File: config.mk
export PLATFORM = sky130hd
export DESIGN_NAME = clock_offset_window_average
export DESIGN_NICKNAME = d
export VERILOG_FILES = /design/src/hw/rtl/cowa_pkg.sv /design/src/hw/rtl/clock_offset_window_average.sv /design/src/hw/rtl/cowa_ring.sv /design/src/hw/rtl/cowa_div.sv
export SDC_FILE = /design/constraint.sdc
export NUM_CORES = 2
export LEC_CHECK = 0
export BUFFER_PORTS_ARGS = -buffer_cell sky130_fd_sc_hd__buf_2
export CAP_MARGIN = 0
export CORE_MARGIN = 2
export CORE_UTILIZATION = 53
export DETAILED_ROUTE_END_ITERATION = 8
export HOLD_SLACK_MARGIN = 0.06
export PLACE_DENSITY = 0.72
export SYNTH_ARGS = -nofsm -noshare
export SYNTH_HDL_FRONTEND = slang
export SYNTH_SLANG_ARGS = --single-unit
File: constraint.sdc
create_clock -name clk -period 25.8 [get_ports clk]
set_input_delay 1.29 -clock clk [delete_from_list [all_inputs] [get_ports clk]]
set_output_delay 1.29 -clock clk [all_outputs]
set_load 0.01 [all_outputs]
File: src/hw/rtl/cowa_pkg.sv
// shared constants and types of the clock offset window averager
package cowa_pkg;

	localparam int WINDOW = 16;
	localparam int SLOT_W = $clog2(WINDOW);
	localparam int CNT_W = $clog2(WINDOW + 1);
	localparam int TIME_W = 64;
	localparam int SUM_W = 32;
	localparam int DIV_STEPS = SUM_W / 2;
	localparam int STEP_W = $clog2(DIV_STEPS);
	localparam logic [TIME_W-1:0] GAP_LIMIT_RESET = 64'd10000000000;

	// sequencer states
	typedef enum logic [2:0] {
		ST_IDLE,
		ST_STORE,
		ST_SETUP,
		ST_BASE,
		ST_ACC,
		ST_DIV,
		ST_WAIT,
		ST_DONE
	} state_t;

	// request into the divider
	typedef struct packed {
		logic             start;
		logic [SUM_W-1:0] dividend;
		logic [CNT_W-1:0] divisor;
	} div_req_t;

	// answer from the divider
	typedef struct packed {
		logic             done;
		logic [SUM_W-1:0] quotient;
	} div_rsp_t;

endpackage

File: src/hw/rtl/clock_offset_window_average.sv
// Host-to-local clock offset averager over a ring of 16 offsets. Each input
// transaction carries a host and a local time stamp; if the host time moved on
// by more than gap_limit since the last sample the window restarts empty. The
// offset host minus local goes into the ring and one output transaction returns
// the window average and the sample count. The ring has one read port, so the
// slots are summed one per cycle, and the division by the count runs in an
// iterative divider that retires two quotient bits per cycle. The input is not
// ready while an item is at work; a finished result waits in the output
// register while the next item is accepted.
module clock_offset_window_average (
	input  logic         clk,
	input  logic         arst_n,
	// configuration: gap_limit
	input  logic         cfg_we,
	input  logic [63:0]  cfg_data,
	// input stream
	input  logic         s_tvalid,
	output logic         s_tready,
	input  logic [127:0] s_tdata,  // host_time[63:0], local_time[127:64]
	// output stream
	output logic         m_tvalid,
	input  logic         m_tready,
	output logic [71:0]  m_tdata   // avg_offset[63:0], sample_count[68:64], zero fill
);

	localparam int TW = cowa_pkg::TIME_W;
	localparam int SW = cowa_pkg::SLOT_W;
	localparam int CW = cowa_pkg::CNT_W;
	localparam int MW = cowa_pkg::SUM_W;

	cowa_pkg::state_t state_q, state_d;

	logic [TW-1:0] gap_q;
	logic [TW-1:0] prev_q;
	logic [TW-1:0] host_q;
	logic [TW-1:0] local_q;
	logic [SW-1:0] slot_q;
	logic [CW-1:0] count_q;
	logic [SW-1:0] rd_idx_q;
	logic [SW-1:0] acc_idx_q;
	logic [TW-1:0] base_q;
	logic [MW-1:0] sum_q;
	logic [MW-1:0] quo_q;
	logic [TW-1:0] avg_q;
	logic [CW-1:0] out_cnt_q;
	logic          out_valid_q;

	logic          ring_we;
	logic [TW-1:0] ring_rdata;
	logic          restart;
	logic [SW-1:0] wr_slot;
	logic [CW-1:0] base_cnt;
	logic [SW-1:0] last_idx;
	logic          out_free;

	cowa_pkg::div_req_t div_req;
	cowa_pkg::div_rsp_t div_rsp;

	// window restart check and slot choice
	assign restart = (host_q - prev_q) > gap_q;
	assign wr_slot = restart ? '0 : slot_q;
	assign base_cnt = restart ? '0 : count_q;
	assign last_idx = SW'(count_q - 1'b1);
	assign out_free = !out_valid_q || m_tready;

	cowa_ring u_ring (
		.clk   (clk),
		.we    (ring_we),
		.waddr (wr_slot),
		.wdata (host_q - local_q),
		.raddr (rd_idx_q),
		.rdata (ring_rdata)
	);

	cowa_div u_div (
		.clk    (clk),
		.arst_n (arst_n),
		.req    (div_req),
		.rsp    (div_rsp)
	);

	// next state
	always_comb begin
		state_d = state_q;
		unique case (state_q)
			cowa_pkg::ST_IDLE: begin
				if (s_tvalid) state_d = cowa_pkg::ST_STORE;
			end
			cowa_pkg::ST_STORE: state_d = cowa_pkg::ST_SETUP;
			cowa_pkg::ST_SETUP: state_d = cowa_pkg::ST_BASE;
			cowa_pkg::ST_BASE: begin
				state_d = (count_q == CW'(1)) ? cowa_pkg::ST_DIV : cowa_pkg::ST_ACC;
			end
			cowa_pkg::ST_ACC: begin
				if (acc_idx_q == last_idx) state_d = cowa_pkg::ST_DIV;
			end
			cowa_pkg::ST_DIV: state_d = cowa_pkg::ST_WAIT;
			cowa_pkg::ST_WAIT: begin
				if (div_rsp.done) state_d = cowa_pkg::ST_DONE;
			end
			cowa_pkg::ST_DONE: begin
				if (out_free) state_d = cowa_pkg::ST_IDLE;
			end
			default: state_d = cowa_pkg::ST_IDLE;
		endcase
	end

	// sequencer outputs
	always_comb begin
		s_tready = 1'b0;
		ring_we = 1'b0;
		div_req.start = 1'b0;
		div_req.dividend = sum_q;
		div_req.divisor = count_q;
		unique case (state_q)
			cowa_pkg::ST_IDLE:  s_tready = 1'b1;
			cowa_pkg::ST_STORE: ring_we = 1'b1;
			cowa_pkg::ST_DIV:   div_req.start = 1'b1;
			default: begin
			end
		endcase
	end

	// state register
	always_ff @(posedge clk or negedge arst_n) begin
		if (!arst_n) begin
			state_q <= cowa_pkg::ST_IDLE;
		end else begin
			state_q <= state_d;
		end
	end

	// configuration register
	always_ff @(posedge clk or negedge arst_n) begin
		if (!arst_n) begin
			gap_q <= cowa_pkg::GAP_LIMIT_RESET;
		end else if (cfg_we) begin
			gap_q <= cfg_data;
		end
	end

	// window state kept across items
	always_ff @(posedge clk or negedge arst_n) begin
		if (!arst_n) begin
			prev_q <= '0;
			slot_q <= '0;
			count_q <= '0;
		end else if (state_q == cowa_pkg::ST_STORE) begin
			prev_q <= host_q;
			slot_q <= (wr_slot == SW'(cowa_pkg::WINDOW - 1)) ? '0 : wr_slot + 1'b1;
			count_q <= (base_cnt < CW'(cowa_pkg::WINDOW)) ? base_cnt + 1'b1 : base_cnt;
		end
	end

	// input capture, slot walk and sum
	always_ff @(posedge clk) begin
		if (s_tvalid && s_tready) begin
			host_q <= s_tdata[63:0];
			local_q <= s_tdata[127:64];
		end
		unique case (state_q)
			cowa_pkg::ST_STORE: rd_idx_q <= '0;
			cowa_pkg::ST_SETUP: rd_idx_q <= SW'(1);
			cowa_pkg::ST_BASE: begin
				base_q <= ring_rdata;
				sum_q <= '0;
				rd_idx_q <= rd_idx_q + 1'b1;
				acc_idx_q <= SW'(1);
			end
			cowa_pkg::ST_ACC: begin
				sum_q <= sum_q + (ring_rdata[MW-1:0] - base_q[MW-1:0]);
				rd_idx_q <= rd_idx_q + 1'b1;
				acc_idx_q <= acc_idx_q + 1'b1;
			end
			cowa_pkg::ST_WAIT: begin
				if (div_rsp.done) quo_q <= div_rsp.quotient;
			end
			default: begin
			end
		endcase
	end

	// output register
	always_ff @(posedge clk or negedge arst_n) begin
		if (!arst_n) begin
			out_valid_q <= 1'b0;
		end else if (state_q == cowa_pkg::ST_DONE && out_free) begin
			out_valid_q <= 1'b1;
		end else if (m_tready) begin
			out_valid_q <= 1'b0;
		end
	end

	always_ff @(posedge clk) begin
		if (state_q == cowa_pkg::ST_DONE && out_free) begin
			avg_q <= base_q + {{(TW - MW){quo_q[MW-1]}}, quo_q};
			out_cnt_q <= count_q;
		end
	end

	assign m_tvalid = out_valid_q;
	assign m_tdata = {3'b000, out_cnt_q, avg_q};

endmodule

File: src/hw/rtl/cowa_ring.sv
// ring of offset slots with one write port and one registered read port
module cowa_ring (
	input  logic                                   clk,
	input  logic                                   we,
	input  logic [cowa_pkg::SLOT_W-1:0]            waddr,
	input  logic [cowa_pkg::TIME_W-1:0]            wdata,
	input  logic [cowa_pkg::SLOT_W-1:0]            raddr,
	output logic [cowa_pkg::TIME_W-1:0]            rdata
);

	logic [cowa_pkg::TIME_W-1:0] mem_q [cowa_pkg::WINDOW];
	logic [cowa_pkg::TIME_W-1:0] rdata_q;

	// write port
	always_ff @(posedge clk) begin
		if (we) begin
			mem_q[waddr] <= wdata;
		end
	end

	// registered read port
	always_ff @(posedge clk) begin
		rdata_q <= mem_q[raddr];
	end

	assign rdata = rdata_q;

endmodule

File: src/hw/rtl/cowa_div.sv
// iterative signed divider, two quotient bits per cycle, truncating toward zero
module cowa_div (
	input  logic                 clk,
	input  logic                 arst_n,
	input  cowa_pkg::div_req_t   req,
	output cowa_pkg::div_rsp_t   rsp
);

	logic                              busy_q;
	logic                              done_q;
	logic                              neg_q;
	logic [cowa_pkg::STEP_W-1:0]       cnt_q;
	logic [cowa_pkg::CNT_W-1:0]        div_q;
	logic [cowa_pkg::CNT_W-1:0]        rem_q;
	logic [cowa_pkg::SUM_W-1:0]        dq_q;
	logic [cowa_pkg::SUM_W-1:0]        mag;
	logic [cowa_pkg::CNT_W:0]          step1;
	logic [cowa_pkg::CNT_W:0]          step2;

	// one restoring step: returns {quotient bit, new remainder}
	function automatic logic [cowa_pkg::CNT_W:0] div_step(
		input logic [cowa_pkg::CNT_W-1:0] rem,
		input logic                       bitin,
		input logic [cowa_pkg::CNT_W-1:0] d
	);
		logic [cowa_pkg::CNT_W:0] t;
		logic [cowa_pkg::CNT_W:0] dd;
		logic [cowa_pkg::CNT_W:0] r;
		t = {rem, bitin};
		dd = {1'b0, d};
		if (t >= dd) begin
			r = t - dd;
			div_step = {1'b1, r[cowa_pkg::CNT_W-1:0]};
		end else begin
			div_step = {1'b0, t[cowa_pkg::CNT_W-1:0]};
		end
	endfunction

	// magnitude of the dividend
	assign mag = req.dividend[cowa_pkg::SUM_W-1] ? (~req.dividend + 1'b1) : req.dividend;

	// two chained steps per cycle
	assign step1 = div_step(rem_q, dq_q[cowa_pkg::SUM_W-1], div_q);
	assign step2 = div_step(step1[cowa_pkg::CNT_W-1:0], dq_q[cowa_pkg::SUM_W-2], div_q);

	// control
	always_ff @(posedge clk or negedge arst_n) begin
		if (!arst_n) begin
			busy_q <= 1'b0;
			done_q <= 1'b0;
			cnt_q <= '0;
		end else begin
			done_q <= 1'b0;
			if (req.start) begin
				busy_q <= 1'b1;
				cnt_q <= '0;
			end else if (busy_q) begin
				cnt_q <= cnt_q + 1'b1;
				if (cnt_q == cowa_pkg::STEP_W'(cowa_pkg::DIV_STEPS - 1)) begin
					busy_q <= 1'b0;
					done_q <= 1'b1;
				end
			end
		end
	end

	// datapath
	always_ff @(posedge clk) begin
		if (req.start) begin
			neg_q <= req.dividend[cowa_pkg::SUM_W-1];
			div_q <= req.divisor;
			rem_q <= '0;
			dq_q <= mag;
		end else if (busy_q) begin
			rem_q <= step2[cowa_pkg::CNT_W-1:0];
			dq_q <= {dq_q[cowa_pkg::SUM_W-3:0], step1[cowa_pkg::CNT_W], step2[cowa_pkg::CNT_W]};
		end
	end

	assign rsp.done = done_q;
	assign rsp.quotient = neg_q ? (~dq_q + 1'b1) : dq_q;

endmodule
==> results by group <==
Cells and area
  – Nets: 6459
  – Synth-to-Final Area Change: 11.64%
  – Utilization after layout: 59.52%
  – Fraction of layout cells with a size suffix above 1: 14.07%

Clock network
  – Post-cts gate resize count: 0
  – CTS Buf Count: 164
  – CTS H-tree depth: 4
  – CTS tree: built
  – Max clock buf depth: 3
  – Hold Buf Count CTS: 0
  – Clock latency on the worst-skew pair: 0.80 ns
  – CTS clk-pin slew, worst paths: 0.06 ns
  – CTS Root Cell: clkbuf_16
  – Number of setup buffers added after CTS: 0
  – CTS sink cnt: 1611

Route
  – Drt pass-1 iters: 8
  – Vias per Instance: 5.851
  – Initial DRC Count: 4381
  – ANT nets after route: 0
  – Routed wire length: 171.7 mm
  – DR WL/cell: 21.62 um
  – Drt drc: 0
  – Vias: 46470

Logic synthesis
  – Post-Syn Area: 75300 um2
  – Most frequent cell after synthesis: edfxtp_1
  – Gate Count Post-Synth: 5636
  – Cell type with the largest total area after synthesis: edfxtp_1
  – Yosys top cell area share: 55.63%
  – Warning count from the yosys run: 0
  – Most instantiated cells after synthesis: edfxtp_1 (1395), o21ai_0 (437), nand2_1 (433), inv_1 (395), a21oi_1 (321)
  – Post-synth EDFFs: 1395
  – Post-synthesis sequential area ratio: 62.37%
  – Post-synth ARST share: 9.125%
  – Syn Area/Cell: 13.36 um2
  – Yosys cell types: 90
  – Seq cells post-synth: 1611
  – Synth Flop Type: edfxtp_1
  – Synth top area cells: edfxtp_1 (56%), ha_1 (5.2%), dfrtp_1 (4.5%)

Min path
  – Hold Crit Class: in -> async

Die
  – Die footprint: 145100 um2
  – # rows: 138
  – Die width: 380.9 um
  – Initial core utilization: 53.31%
  – # IOs: 271
  – Core area: 141200 um2
  – Die Y: 380.9 um

Timing
  – Pin slew with the least headroom to its limit: 1.385 ns
  – RSZ-0062 raised after global routing: no
  – Final period utilization: 33.96%
  – Slew headroom: 7.327%
  – Fmax: 0.1141 GHz
  – Sum Neg Setup Slack: 0 ns
  – Max Slew Vio Count: 0
  – Hold Violations, Final: 0
  – Skew final: 0.02969 ns
  – Setup ws final: 17.04 ns
  – Tmin final: 8.763 ns
  – Final Setup Violations: 0

Status
  – Status: finished clean

Global routing
  – Vias in the first global route: 46000
  – Tot GR Track Use: 23.44%
  – Initial antenna violation count: 9
  – Grt ovf: 0
  – Largest net degree at the start of global routing: 124
  – First-pass GRT wire length: 264.4 mm

Worst setup path
  – Crit-path max FO: 48
  – WS Path Type: reg -> reg
  – Worst setup EP type: register
  – Critical Path Source Type: register
  – Critical path arrival: 9.17 ns
  – CP required: 26.21 ns

Placement
  – Routability cong.: 0.9125
  – Hpwl dp: 112.6 mm
  – Pre-CTS setup slack: 17.11 ns
  – Number of port buffers: 267

Flow run
  – Number of max-cap violations: 0

Pwr
  – Maximum vdd ir drop: 0.05949 mV
  – Leak: 32.98 nW
  – Pwr Density: 61.17 nW/um2
==> critical path: stages, from the launching register on <==
cell and delay [ns]:
edfxtp_1 0.42, ha_1 0.39, a21oi_1 0.34, o21ai_0 0.23, a221oi_1 0.30, o221ai_1 0.22, o21ai_0 0.54, a31oi_1 0.30
nand2_1 0.13, nand4_1 0.24, nor4_1 0.38, a211oi_1 0.11, ha_1 0.31, a21o_1 0.18, a21o_1 0.16, a21oi_1 0.13
nor2b_1 0.06, o21ai_0 0.13, a21oi_1 0.09, or4_1 0.68, o21ai_2 0.73, nand2_1 0.22, inv_1 0.13, ha_1 0.20
and2_1 0.22, nand3_1 0.14, nor2_4 0.55, buf_4 0.79
==> per-layer routing <==
layer	vias up	GRT usage [%]	wire, um
met5	-	0	13
met3	294	3.912	12010
met4	2	6.368	4041
met2	1624	37.24	79760
met1	22810	33.62	75920
li1	21740	-	-
==> layout by cell type, fill, tap and decap left out, drive strengths merged, types with 64 or more instances in the layout <==
master | netlist | routed
nand3 | 64 | 64
xor2 | 81 | 81
xnor2 | 189 | 189
o21ai | 450 | 450
buf | 42 | 348
edfxtp | 1395 | 1395
nand4 | 68 | 68
mux4 | 128 | 128
mux2 | 68 | 68
nor2 | 194 | 194
clkbuf | 195 | 221
a221oi | 70 | 70
dfrtp | 136 | 136
a21oi | 321 | 321
dfxtp | 69 | 69
a21o | 159 | 159
inv | 395 | 403
mux2i | 198 | 198
a22oi | 65 | 65
nand2 | 433 | 433
ha | 311 | 311
==> flip-flops by register name, summed over array words and instances, names as in the netlist, 5 cells and up <==
register,count
u_ring.rdata,64
base_q,64
u_div.rem_q,5
gap_q,64
u_div.dq_q,32
avg_q,64
count_q,5
quo_q,32
local_q,64
host_q,64
prev_q,64
u_ring.mem_q,1024
sum_q,32
u_div.div_q,5
out_cnt_q,5
==> final timing paths <==
path                       depth (start not counted)        startpoint  slack [ns]             endpoint
setup / recovery                                  27        host_q[15]       17.04  u_ring.mem_q[7][63]
hold / removal                                     1            arst_n        0.37            gap_q[53]
setup reg to reg                                  27        host_q[15]       17.04  u_ring.mem_q[7][63]
hold reg to reg                                    0  u_ring.rdata[55]        0.40           base_q[55]
max in group asynchronous                          2            arst_n       24.23       u_div.cnt_q[0]
min in group clk                                   0  u_ring.rdata[55]        0.40           base_q[55]
==> cell type report <==
class	count	area (um2)
Inverter	395	1483
Clock buffer	221	4448
Multi-Input combinational cell	3395	26090
Antenna cell	2	5.005
Tap cell	1890	2365
Clock inverter	80	715.7
Timing Repair Buffer	348	1994
Fill cell	10940	57180
Sequential cell	1611	46960
==> cells by family after synthesis <==
family,Yosys count,synth area share [%]
compound gates,1351,11.27
xor+xnor,270,3.140
fa+ha+maj,347,6.125
buf+inv,632,3.177
flops,1611,62.37
mux,394,7.477
other cells,1,0.004980
simple gates,1030,6.442
==> power breakdown <==
| part | total (W) | switching (W) | internal, W | leakage [nW] |
|---|---|---|---|---|
| Combinational | 0.0000573 | 0.0000332 | 0.0000241 | 15.6 |
| Clock | 0.00228 | 0.00101 | 0.00127 | 2.51 |
| Sequential | 0.00281 | 0.00000221 | 0.00280 | 14.9 |
| Total | 0.00514 | 0.00104 | 0.00410 | 33.0 |
==> per-stage QoR <==
stage / power, W / cells / hold WS, ns / instance area, um2
6_report: 0.005142 / 7942 / 0.3746 / 84060
2_1_floorplan: 0.002888 / 5638 / 0.3855 / 75310
3_5_place_dp: 0.002919 / 7638 / 0.3887 / 78870
5_1_grt: 0.005289 / 7940 / 0.3731 / 84060
3_3_place_gp: 0.002917 / 7638 / 0.3870 / 78870
4_1_cts: 0.005179 / 7939 / 0.3459 / 84030
No activity file was read; power rests on OpenSTA's default activity.
